--- config.mk ---
export PLATFORM = sky130hd
export DESIGN_NAME = sensor_response_line_parser
export DESIGN_NICKNAME = d
export VERILOG_FILES = /design/src/hdl/srlp_pkg.sv /design/src/hdl/srlp_token_match.sv /design/src/hdl/srlp_line_engine.sv /design/src/hdl/sensor_response_line_parser.sv
export SDC_FILE = /design/constraint.sdc
export NUM_CORES = 1
export LEC_CHECK = 0
export BUFFER_PORTS_ARGS = -buffer_cell sky130_fd_sc_hd__buf_2
export CORE_UTILIZATION = 25
export DETAILED_ROUTE_END_ITERATION = 8
export SLEW_MARGIN = 30
export SYNTH_ARGS = -nofsm -noshare
export SYNTH_HDL_FRONTEND = slang
export SYNTH_SLANG_ARGS = --single-unit
export TNS_END_PERCENT = 20
--- constraint.sdc ---
create_clock -name clock -period 14.15 [get_ports clock]
set_input_delay 2.1225 -clock clock [delete_from_list [all_inputs] [get_ports clock]]
set_output_delay 2.1225 -clock clock [all_outputs]
set_load 0.1 [all_outputs]
--- src/hdl/srlp_pkg.sv ---
// Shared types and constants for the sensor response line parser.
// No dependencies; used by every module of the block.
`timescale 1ns / 1ps

package srlp_pkg;

   // Line limits and reading format
   localparam logic [5:0] MAX_LINE        = 6'd63;
   localparam logic [5:0] STATUS_LIMIT    = 6'd6;
   localparam int         FRACTION_DIGITS = 3;
   localparam logic [5:0] STORED_CHARS    = 6'd5;

   // Characters of interest
   localparam logic [7:0] CHAR_ZERO  = 8'h30;
   localparam logic [7:0] CHAR_CR    = 8'h0D;
   localparam logic [7:0] CHAR_STAR  = 8'h2A;
   localparam logic [7:0] CHAR_POINT = 8'h2E;

   // Register reset values
   localparam logic [15:0] TIMEOUT_RESET  = 16'd2000;
   localparam logic [5:0]  MAX_LEN_RESET  = 6'd32;

   typedef enum logic {
      OP_BYTE = 1'b0,
      OP_TICK = 1'b1
   } op_type;

   typedef enum logic {
      CSR_TIMEOUT_MS   = 1'b0,
      CSR_MAX_LINE_LEN = 1'b1
   } csr_index_type;

   typedef enum logic [1:0] {
      KIND_STATUS   = 2'd0,
      KIND_READING  = 2'd1,
      KIND_TOO_LONG = 2'd2,
      KIND_TIMEOUT  = 2'd3
   } line_kind_type;

   typedef enum logic [3:0] {
      CODE_OK        = 4'd0,
      CODE_ERROR     = 4'd1,
      CODE_OVERVOLT  = 4'd2,
      CODE_UNDERVOLT = 4'd3,
      CODE_RESET     = 4'd4,
      CODE_READY     = 4'd5,
      CODE_SLEEP     = 4'd6,
      CODE_WAKE      = 4'd7,
      CODE_DONE      = 4'd8,
      CODE_UNKNOWN   = 4'd9
   } status_code_type;

   // Status tokens, first character in the low byte, zero padded
   localparam int TOKEN_COUNT = 9;
   localparam logic [39:0] TOKEN_TEXT [TOKEN_COUNT] = '{
      40'h00_00_4B_4F_2A,   // *OK
      40'h00_00_52_45_2A,   // *ER
      40'h00_00_56_4F_2A,   // *OV
      40'h00_00_56_55_2A,   // *UV
      40'h00_00_53_52_2A,   // *RS
      40'h00_00_45_52_2A,   // *RE
      40'h00_00_4C_53_2A,   // *SL
      40'h00_00_41_57_2A,   // *WA
      40'h45_4E_4F_44_2A    // *DONE
   };
   localparam logic [5:0] TOKEN_LEN [TOKEN_COUNT] = '{
      6'd3, 6'd3, 6'd3, 6'd3, 6'd3, 6'd3, 6'd3, 6'd3, 6'd5
   };

   // Powers of ten for scaling to thousandths
   localparam logic [31:0] POW10 [7] = '{
      32'd1, 32'd10, 32'd100, 32'd1000, 32'd10000, 32'd100000, 32'd1000000
   };

   typedef struct packed {
      logic            valid;
      line_kind_type   line_kind;
      status_code_type status_code;
      logic [31:0]     reading;
      logic [5:0]      line_length;
   } result_type;

endpackage

--- src/hdl/srlp_token_match.sv ---
// Matches the stored characters of a status line against the token table.
// Depends on srlp_pkg.
`timescale 1ns / 1ps

module srlp_token_match (
   input  logic [39:0]               status_chars,
   input  logic [5:0]                char_count,
   output srlp_pkg::status_code_type status_code
);

   always_comb begin
      status_code = srlp_pkg::CODE_UNKNOWN;
      // reverse order so the first matching token wins
      for (int t = srlp_pkg::TOKEN_COUNT - 1; t >= 0; t--) begin
         if ((char_count == srlp_pkg::TOKEN_LEN[t]) &&
             (status_chars == srlp_pkg::TOKEN_TEXT[t])) begin
            status_code = srlp_pkg::status_code_type'(4'(t));
         end
      end
   end

endmodule

--- src/hdl/srlp_line_engine.sv ---
// Line state and per-transaction update: gathers bytes, counts ticks and
// builds the result. Depends on srlp_pkg and srlp_token_match.
`timescale 1ns / 1ps

module srlp_line_engine (
   input  logic                   clock,
   input  logic                   reset,
   input  logic                   step,
   input  srlp_pkg::op_type       op,
   input  logic [7:0]             data_byte,
   input  logic [15:0]            timeout_ms,
   input  logic [5:0]             max_line_len,
   output srlp_pkg::result_type   result
);

   logic [5:0]  char_count_ff,   char_count_in;
   logic [39:0] status_chars_ff, status_chars_in;
   logic        is_status_ff,    is_status_in;
   logic [31:0] accum_ff,        accum_in;
   logic        point_seen_ff,   point_seen_in;
   logic [5:0]  frac_digits_ff,  frac_digits_in;
   logic [15:0] tick_count_ff,   tick_count_in;

   srlp_pkg::status_code_type match_code;
   logic [15:0] tick_next;
   logic [5:0]  count_next;
   logic [5:0]  limit;
   logic        status_next;
   logic [31:0] scale;
   logic [31:0] scaled;
   logic        clear;

   srlp_token_match u_match (
      .status_chars (status_chars_ff),
      .char_count   (char_count_ff),
      .status_code  (match_code)
   );

   // missing fraction digits scale the reading up to thousandths
   always_comb begin
      if (frac_digits_ff >= 6'(srlp_pkg::FRACTION_DIGITS)) begin
         scale = 32'd1;
      end else begin
         scale = srlp_pkg::POW10[3'(6'(srlp_pkg::FRACTION_DIGITS) - frac_digits_ff)];
      end
   end
   // product kept modulo 2^32
   assign scaled = accum_ff * scale;

   assign tick_next   = (tick_count_ff == 16'hFFFF) ? tick_count_ff : tick_count_ff + 16'd1;
   assign count_next  = char_count_ff + 6'd1;
   assign status_next = is_status_ff ||
                        ((char_count_ff == 6'd0) && (data_byte == srlp_pkg::CHAR_STAR));

   always_comb begin
      limit = max_line_len;
      if (limit > srlp_pkg::MAX_LINE) begin
         limit = srlp_pkg::MAX_LINE;
      end
      if (status_next && (limit > srlp_pkg::STATUS_LIMIT)) begin
         limit = srlp_pkg::STATUS_LIMIT;
      end
   end

   always_comb begin
      result             = '0;
      result.line_kind   = srlp_pkg::KIND_STATUS;
      result.status_code = srlp_pkg::CODE_OK;
      clear              = 1'b0;

      char_count_in   = char_count_ff;
      status_chars_in = status_chars_ff;
      is_status_in    = is_status_ff;
      accum_in        = accum_ff;
      point_seen_in   = point_seen_ff;
      frac_digits_in  = frac_digits_ff;
      tick_count_in   = tick_count_ff;

      if (op == srlp_pkg::OP_TICK) begin
         tick_count_in = tick_next;
         if (tick_next > timeout_ms) begin
            result.valid       = 1'b1;
            result.line_kind   = srlp_pkg::KIND_TIMEOUT;
            result.line_length = char_count_ff;
            clear              = 1'b1;
         end
      end else if (data_byte == srlp_pkg::CHAR_CR) begin
         result.valid       = 1'b1;
         result.line_length = char_count_ff;
         if (is_status_ff) begin
            result.line_kind   = srlp_pkg::KIND_STATUS;
            result.status_code = match_code;
         end else begin
            result.line_kind = srlp_pkg::KIND_READING;
            result.reading   = scaled;
         end
         clear = 1'b1;
      end else begin
         is_status_in = status_next;
         if (char_count_ff < srlp_pkg::STORED_CHARS) begin
            status_chars_in[8 * char_count_ff[2:0] +: 8] = data_byte;
         end
         if (data_byte == srlp_pkg::CHAR_POINT) begin
            point_seen_in  = 1'b1;
            frac_digits_in = 6'd0;
         end else begin
            // value*10 + (byte - '0'), modulo 2^32
            accum_in = (accum_ff << 3) + (accum_ff << 1) + {24'd0, data_byte}
                       - {24'd0, srlp_pkg::CHAR_ZERO};
            if (point_seen_ff && (frac_digits_ff != 6'd63)) begin
               frac_digits_in = frac_digits_ff + 6'd1;
            end
         end
         char_count_in = count_next;
         if (count_next >= limit) begin
            result.valid       = 1'b1;
            result.line_kind   = srlp_pkg::KIND_TOO_LONG;
            result.line_length = count_next;
            clear              = 1'b1;
         end
      end

      if (clear) begin
         char_count_in   = '0;
         status_chars_in = '0;
         is_status_in    = 1'b0;
         accum_in        = '0;
         point_seen_in   = 1'b0;
         frac_digits_in  = '0;
         tick_count_in   = '0;
      end
   end

   always_ff @(posedge clock) begin
      if (reset) begin
         char_count_ff   <= '0;
         status_chars_ff <= '0;
         is_status_ff    <= 1'b0;
         accum_ff        <= '0;
         point_seen_ff   <= 1'b0;
         frac_digits_ff  <= '0;
         tick_count_ff   <= '0;
      end else if (step) begin
         char_count_ff   <= char_count_in;
         status_chars_ff <= status_chars_in;
         is_status_ff    <= is_status_in;
         accum_ff        <= accum_in;
         point_seen_ff   <= point_seen_in;
         frac_digits_ff  <= frac_digits_in;
         tick_count_ff   <= tick_count_in;
      end
   end

endmodule

--- src/hdl/sensor_response_line_parser.sv ---
// Top level of the sensor response line parser: handshakes, input and
// result registers, configuration registers. Depends on srlp_pkg and
// srlp_line_engine.
`timescale 1ns / 1ps

// Parses sensor reply lines from a stream of received bytes and 1 ms ticks.
// Each req_ transaction is one byte (op 0) or one tick (op 1); a carriage
// return closes a line and gives one rsp_ transaction: a status line ('*'
// first) with its token code, or a decimal reading in thousandths. A line
// that reaches its length limit gives a too-long result and is dropped, and
// a line older than timeout_ms ticks gives a timeout result. Throughput is
// one transaction per cycle while rsp_ is not stalled; an accepted
// transaction is held in the input register while the line engine processes
// it, and its result (if any) is then loaded into the result register,
// from which it shows on rsp_. Back-pressure on rsp_ stops the line engine,
// and req_ready then drops once the input register is also occupied. Write
// csr_ only while the block is idle.

module sensor_response_line_parser (
   input  logic        clock,
   input  logic        reset,

   input  logic        req_valid,
   output logic        req_ready,
   input  logic        req_op,
   input  logic [7:0]  req_data_byte,

   output logic        rsp_valid,
   input  logic        rsp_ready,
   output logic [1:0]  rsp_line_kind,
   output logic [3:0]  rsp_status_code,
   output logic [31:0] rsp_reading,
   output logic [5:0]  rsp_line_length,

   input  logic        csr_valid,
   output logic        csr_ready,
   input  logic        csr_index,
   input  logic [15:0] csr_wdata
);

   // Input register
   logic        in_valid_ff;
   logic        in_op_ff;
   logic [7:0]  in_byte_ff;

   // Configuration
   logic [15:0] timeout_ms_ff;
   logic [5:0]  max_line_len_ff;

   // Result register
   logic        out_valid_ff, out_valid_in;
   logic [1:0]  out_kind_ff;
   logic [3:0]  out_code_ff;
   logic [31:0] out_reading_ff;
   logic [5:0]  out_length_ff;

   srlp_pkg::result_type result;
   logic advance;
   logic load_out;

   // engine moves on when the result register is free or being emptied
   assign advance   = in_valid_ff && (!out_valid_ff || rsp_ready);
   assign req_ready = !in_valid_ff || advance;
   assign load_out  = advance && result.valid;
   assign csr_ready = 1'b1;

   srlp_line_engine u_engine (
      .clock        (clock),
      .reset        (reset),
      .step         (advance),
      .op           (srlp_pkg::op_type'(in_op_ff)),
      .data_byte    (in_byte_ff),
      .timeout_ms   (timeout_ms_ff),
      .max_line_len (max_line_len_ff),
      .result       (result)
   );

   always_ff @(posedge clock) begin
      if (reset) begin
         in_valid_ff <= 1'b0;
      end else if (req_ready) begin
         in_valid_ff <= req_valid;
      end
   end

   always_ff @(posedge clock) begin
      if (req_valid && req_ready) begin
         in_op_ff   <= req_op;
         in_byte_ff <= req_data_byte;
      end
   end

   always_ff @(posedge clock) begin
      if (reset) begin
         timeout_ms_ff   <= srlp_pkg::TIMEOUT_RESET;
         max_line_len_ff <= srlp_pkg::MAX_LEN_RESET;
      end else if (csr_valid && csr_ready) begin
         case (srlp_pkg::csr_index_type'(csr_index))
            srlp_pkg::CSR_TIMEOUT_MS: begin
               timeout_ms_ff <= csr_wdata;
            end
            srlp_pkg::CSR_MAX_LINE_LEN: begin
               max_line_len_ff <= csr_wdata[5:0];
            end
            default: begin
            end
         endcase
      end
   end

   always_comb begin
      out_valid_in = out_valid_ff;
      if (rsp_ready) begin
         out_valid_in = 1'b0;
      end
      if (load_out) begin
         out_valid_in = 1'b1;
      end
   end

   always_ff @(posedge clock) begin
      if (reset) begin
         out_valid_ff <= 1'b0;
      end else begin
         out_valid_ff <= out_valid_in;
      end
   end

   always_ff @(posedge clock) begin
      if (load_out) begin
         out_kind_ff    <= result.line_kind;
         out_code_ff    <= result.status_code;
         out_reading_ff <= result.reading;
         out_length_ff  <= result.line_length;
      end
   end

   assign rsp_valid       = out_valid_ff;
   assign rsp_line_kind   = out_kind_ff;
   assign rsp_status_code = out_code_ff;
   assign rsp_reading     = out_reading_ff;
   assign rsp_line_length = out_length_ff;

   // Checks

   // status code only carried by status lines
   a_code_only_status: assert property (@(posedge clock) disable iff (reset)
      rsp_valid && (rsp_line_kind != srlp_pkg::KIND_STATUS) |-> rsp_status_code == 4'd0)
      else $error("status code set on a non-status result");

   // reading only carried by reading lines
   a_reading_only_reading: assert property (@(posedge clock) disable iff (reset)
      rsp_valid && (rsp_line_kind != srlp_pkg::KIND_READING) |-> rsp_reading == 32'd0)
      else $error("reading set on a non-reading result");

   // a stalled transaction stays in the input register
   a_input_held: assert property (@(posedge clock) disable iff (reset)
      in_valid_ff && !advance |=> in_valid_ff && $stable(in_byte_ff) && $stable(in_op_ff))
      else $error("input register lost a stalled transaction");

   // a result is never loaded over one that is still waiting
   a_no_overwrite: assert property (@(posedge clock) disable iff (reset)
      load_out |-> !out_valid_ff || rsp_ready)
      else $error("result register overwritten");

endmodule

# ---- Word-level counts from Yosys, hierarchy flattened
# Memory sizes are Yosys's and may differ from the RTL's.
# Cells that the tools add are included.
dict set report totals {
  memories 1
  regBits 179
  romBits 256
  out_inout_bits 47
  word_cells 156
}
dict set report op_classes {
  multipliers 1
  n_lt_le_gt_ge 7
  bitwise 4
  addsub 8
  reduce_logical 39
  mux 55
  n_eq_ne 19
  shifts 2
}
# memory words width rd rd_ports_with_merged_regs wr line
set mem_list {}
lappend mem_list {{(no name shown)} 8 32 1 0 0 srlp_line_engine.sv:44} ;# scale = srlp_pkg::POW10[3'(6'(srlp_pkg::FRACTION_DIGITS) - frac_digits_ff)];
# operator n
set ops {}
lappend ops {{40-bit by 23-bit equality test with 1-bit output (second input constant)} 8}
lappend ops {{32-bit two-way mux} 7}
lappend ops {{40-bit two-way mux} 4}
lappend ops {{6-bit two-way mux} 14}
lappend ops {{16-bit two-way mux} 3}
lappend ops {{40-bit bitwise mux} 1}
lappend ops {{40-bit by 39-bit equality test with 1-bit output (second input constant)} 1}
lappend ops {{8-bit by 34-bit variable shift with 40-bit output (first input constant)} 1}
lappend ops {{8-bit by 34-bit indexed part select with 40-bit output} 1}
lappend ops {{6-bit negator with 34-bit output} 1}
lappend ops {{32-bit adder} 1}
lappend ops {{32-bit by 8-bit adder with 32-bit output} 1}
lappend ops {{32-bit by 32-bit multiplier with 32-bit output} 1}
lappend ops {{32-bit by 6-bit subtractor with 32-bit output (second input constant)} 1}
lappend ops {{3-bit two-way mux} 8}
lappend ops {{16-bit by 1-bit adder with 16-bit output (second input constant)} 1}
lappend ops {{16-bit equality test (second input constant)} 1}
lappend ops {{8-bit by 6-bit equality test with 1-bit output (second input constant)} 2}
lappend ops {{16-bit greater-than comparator} 1}
lappend ops {{1-bit two-way mux} 16}
lappend ops {{4-bit AND reduction} 4}
lappend ops {{1-bit logical AND} 15}
lappend ops {{6-bit by 1-bit adder with 6-bit output (second input constant)} 2}
lappend ops {{11-bit OR reduction} 1}
lappend ops {{26 further kinds} 39}

# ---- Logic depth before layout (Yosys ltp)
dict set report depth {
  word_depth 11
  ltp_mapped 33
}

# ---- Cells and area by module
# A second synthesis with hierarchy kept.
dict set report unflattened {
  cells_unflattened 2394
  area_unflattened_um2 22362.7
}
# module area_per_inst_um2 instances seq_area_each_um2 cells_per_inst
set by_module_without_submodules {}
lappend by_module_without_submodules {srlp_line_engine 19268.5 1 2042.0 2169}
lappend by_module_without_submodules {sensor_response_line_parser 2636.3 1 2072.0 159}
lappend by_module_without_submodules {srlp_token_match 457.9 1 0.0 66}

# ---- Worst setup path before layout
# OpenSTA, ideal clock, no wires.
dict set report synth_timing {
  path_type {register -> register}
  start {register u_engine.frac_digits_ff[0]}
  end {register out_reading_ff[31] (netlist: rsp_reading[31]) (data pin)}
  setup_ps 266
  arrival_time_ps 7619
  stages_incl_launch_ff 33
  slack_ps 6265
  path_cell_list {dfxtp_1 ha_1 nor2_1 and3_1 clkbuf_1 and2_1 clkbuf_1 clkbuf_1 nand2_1 inv_1 fa_1 fa_1 fa_1 inv_1 fa_1 inv_1 fa_1 inv_1 fa_1 inv_1 fa_1 inv_1 fa_1 inv_1 ha_1 nand2_1 nor3_1 nand4_1 o311ai_0 o211ai_1 o21ai_0 xnor2_1 nor2_1}
}
dict set report synth_between {
  elab_chain_cells 7
}
# item line
set synth_lines {}
lappend synth_lines {{from (decl)} srlp_line_engine.sv:21} ;# logic [5:0] frac_digits_ff, frac_digits_in;
lappend synth_lines {{from (signal assigned)} srlp_line_engine.sv:149} ;# frac_digits_ff <= frac_digits_in;
lappend synth_lines {{2-bit by 3-bit subtractor with 3-bit output} srlp_line_engine.sv:44}
lappend synth_lines {{3-bit inverter with 4-bit output (not written as such)} srlp_line_engine.sv:44}
lappend synth_lines {{memory 8 x 32 bit} n/a}
lappend synth_lines {{32-bit two-way mux (not written as such) (2 in a row)} srlp_line_engine.sv:44}
lappend synth_lines {{32-bit two-way mux (*)} srlp_line_engine.sv:41} ;# if (frac_digits_ff >= 6'(srlp_pkg::FRACTION_DIGITS)) begin
lappend synth_lines {{32-bit by 32-bit multiplier with 32-bit output (*)} srlp_line_engine.sv:48} ;# assign scaled = accum_ff * scale;
lappend synth_lines {{to (signal assigned)} sensor_response_line_parser.sv:133} ;# out_reading_ff <= result.reading;
lappend synth_lines {{to (decl)} sensor_response_line_parser.sv:54} ;# logic [31:0] out_reading_ff;
# Mark *: on every way between the ends. The rest lies on a longest branch, timed or not. The select of a mux whose other input is x is not followed.
# A chain may end at the register's enable or synchronous reset.

# ---- Worst setup path in the final report
dict set report layout_timing {
  start {register u_engine.frac_digits_ff[1]}
  end {register out_reading_ff[31] (netlist: rsp_reading[31]) (data pin)}
}
# Same word-level chain as after synthesis.

==> results.py <==
metrics = {
    "synth": {
        "synth-compound-area-share_pct": 9.08,
        "synth_top_family_by_area": "adder cells",
        "synth_ff_type": "dfxtp_1",
        "ys_warn_count": 0,
        "ys_ff_latch": 179,
        "synth_xor_area_share_pct": 3.78,
        "syn-instance-count": 2413,
        "synth-edff-count": 53,
        "synth.cell_area_sq_um": 22000,
        "ys_types": 75,
        "yosys.area_share.adder_pct": 43.1,
        "synth.area.top_cells": "fa_1 (29%), ha_1 (14%), dfxtp_1 (11%)",
        "synthSimpleGateAreaFrac_pct": 15.8,
        "avgSynthCellArea_sq_um": 9.11,
        "synthMuxAreaShare_pct": 0.154,
        "synthArstFlopShare_pct": 0,
        "ys_seq_area_share_pct": 18.7,
        "yosysTopAreaCell": "fa_1",
        "netlist.area_leader.share_pct": 28.9,
    },
    "routing": {
        "drt-total-wl_um": 52700,
        "vias": 16400,
        "drtIter0Drc": 916,
        "firstDrtPassIters": 5,
        "antenna_left": 0,
        "wl_per_cell_um": 14.1,
        "vias_per_cell": 4.38,
        "detail_route.drc_violations": 0,
    },
    "clock_tree": {
        "cts_tree": "done",
        "cts_buffer_depth": 2,
        "post_cts_buffers": 0,
        "cts.sink_count": 179,
        "htree_levels": 4,
        "cts_resized": 0,
        "ctsHoldBuffers": 0,
        "clock-root-buffer": "clkbuf_16",
        "insertion_delay_ps": 490,
        "cts_made_buffers": 17,
        "cts.clk_slew.worst_paths_ps": 80,
    },
    "sta": {
        "drv_slew": 0,
        "worstMarginPinSlew_ps": 927,
        "post-route-min-period_ps": 9690,
        "slew_headroom_pct": 37.8,
        "fin_crit_sh_pct": 68.4,
        "setup_tns_ps": 0,
        "finalClockSkew_ps": 14.8,
        "grt_setup_unrepaired": "false",
        "whs_ps": 455,
        "hold_viol_final": 0,
        "max_freq_mhz": 103,
        "finalWorstSetupSlack_ps": 4460,
        "setup_viol": 0,
    },
    "global_route": {
        "grt_max_degree": 92,
        "overflow": 0,
        "gr-usage-all-layers_pct": 12.4,
        "grt_pass1_wl_um": 87900,
        "grt_pass1_vias": 16700,
        "antenna_found_initial": 0,
    },
    "status": {
        "outcome": "completed",
    },
    "floorplan": {
        "coreArea_sq_um": 86900,
        "initial_core_util_pct": 25.3,
        "std_cell_rows": 108,
        "die_h_um": 299,
        "die_area_sq_um": 89100,
        "die_w_um": 299,
        "io_pins": 78,
    },
    "worst_setup_path": {
        "cp-endpoint": "rsp_reading[31]$_SDFFCE_PP0P_",
        "cp_max_fo": 91,
        "critPathSlowestCell": "and2_1",
        "crit_buf_inv": 8,
        "crit_path_end_kind": "flop",
        "cp_common_cell": "fa_1",
        "cp.depth": 30,
        "path_class": "reg2reg",
        "crit_path_start": "u_engine.frac_digits_ff[1]$_SDFFE_PP0P_",
        "cpPeakStageDelay_ps": 800,
        "reg2reg_depth": 30,
        "arrival_ps": 9910,
        "reg2reg_to": "rsp_reading[31]$_SDFFCE_PP0P_",
        "cp-start-kind": "flop",
        "crit_required_ps": 14380,
        "r2r-start": "u_engine.frac_digits_ff[1]$_SDFFE_PP0P_",
        "reg2reg_slack_ps": 4460,
        "path_delay_family": "adder cells",
    },
    "hold_path": {
        "hp-class": "reg2reg",
        "whs_path_depth": 2,
    },
    "cells_and_area": {
        "n_antenna_cell": 0,
        "drive_gt1_share_pct": 5.77,
        "area_growth_syn_to_layout_pct": 12.3,
        "fin_nets": 3168,
    },
    "placed_design": {
        "dpl.hpwl_um": 42700,
        "port_buffers": 76,
        "place_congestion": 0.825,
        "dp_slack_ps": 4410,
    },
    "job": {
        "cap_viol_max_count": 0,
    },
}
-- state kept, by name, indices dropped and copies added, names as in the netlist, 4 cells and up --
signal,flops
u_engine.tick_count_ff,16
u_engine.status_chars_ff,40
timeout_ms_ff,16
u_engine.frac_digits_ff,6
u_engine.char_count_ff,6
max_line_len_ff,6
in_byte_ff,8
u_engine.accum_ff,32
rsp_status_code,4
rsp_line_length,6
rsp_reading,32
-- routing by layer --
layer,up-vias,wire (um),GRT usage [%]
li1,8025,-,-
met1,8019,23600,16.0
met2,282,25600,21.1
met3,59,2280,2.09
met4,0,1180,3.71
met5,-,0,0
-- cells by family after synthesis --
group / Yosys count
adders and majority gates: 567
and+or+nand+nor: 706
muxes: 3
AOI/OAI and AO/OA: 321
other: 2
xor gates and xnor gates: 95
buffers and inverters: 540
DFF: 179
-- through the flow --
stage / area (sq um) / util [%] / cells
floorplan: 22500 / - / 2547
detailed placement: 24100 / 27.7 / 3705
global route: 24700 / 28.4 / 3738
CTS: 24700 / 28.4 / 3737
global placement: 24100 / 27.7 / 3705
finish: 24700 / 28.4 / 3738
-- cell type report --
type / instances / area [sq um]
flip-flops and latches: 179 / 4110
clock buffers: 20 / 467
multi-input cells: 1828 / 16300
inverters: 454 / 1700
clock inverters: 12 / 134
repair buffers: 90 / 489
fillers: 9269 / 62200
well taps: 1155 / 1450
-- worst register-to-register path: cells and delay by family (launching register included) --
kind	cells	cell delay [ps]
adder cells (fa/ha/maj)	10	4620
XOR/XNOR	1	160
buffers and inverters	8	970
AND/OR/NAND/NOR	8	2090
AO/OA/AOI/OAI	3	1010
flip-flops	1	560
-- placed cells by master, fill, tap and decap left out, drive strengths merged, types with 9 or more instances in the layout --
cell type / n
o21ai: 97
conb: 136
nor3: 91
clkbuf: 20
and3: 96
nand2b: 22
xor2: 36
fa: 317
xnor2: 59
buf: 90
and2: 16
nor4: 14
inv: 462
nand2: 237
ha: 250
a21oi: 96
a21o: 20
a22oi: 10
a211o: 9
nand3: 53
nor2b: 10
o21a: 9
edfxtp: 53
o31ai: 10
nand4: 15
a22o: 21
dfxtp: 126
nor2: 116
-- worst min path at each step --
| stage | start | end |
|---|---|---|
| floorplan | u_engine.status_chars_ff[4]$_SDFFE_PP0P_ | u_engine.status_chars_ff[4]$_SDFFE_PP0P_ |
| global placement | u_engine.status_chars_ff[4]$_SDFFE_PP0P_ | u_engine.status_chars_ff[4]$_SDFFE_PP0P_ |
| detailed placement | u_engine.status_chars_ff[15]$_SDFFE_PP0P_ | u_engine.status_chars_ff[15]$_SDFFE_PP0P_ |
| CTS | u_engine.status_chars_ff[15]$_SDFFE_PP0P_ | u_engine.status_chars_ff[15]$_SDFFE_PP0P_ |
| global route | timeout_ms_ff[1]$_SDFFE_PP0P_ | timeout_ms_ff[1]$_SDFFE_PP0P_ |
| finish | u_engine.status_chars_ff[3]$_SDFFE_PP0P_ | u_engine.status_chars_ff[3]$_SDFFE_PP0P_ |
-- cells in the mapped netlist, types with 6 or more instances --
master	instances
fa_1	317
a22o_1	21
nor2_1	115
xnor2_1	59
a211oi_1	8
buf_2	6
nand3_1	51
and3_1	94
nor2b_1	10
a21o_1	20
ha_1	250
a22oi_1	10
a21oi_1	96
o31ai_1	10
inv_1	454
a31oi_1	8
nor4_1	13
dfxtp_1	126
or3_1	6
and2_1	16
o211ai_1	7
o21ai_0	92
nand2b_1	21
o21a_1	9
a211o_1	9
nand4_1	14
nand2_1	237
edfxtp_1	53
clkbuf_1	75
xor2_1	36
nor3_1	90
nand3b_1	7
Power is not shown: default switching activity piles up to over one toggle a cycle in this logic, so the estimate is an artifact.
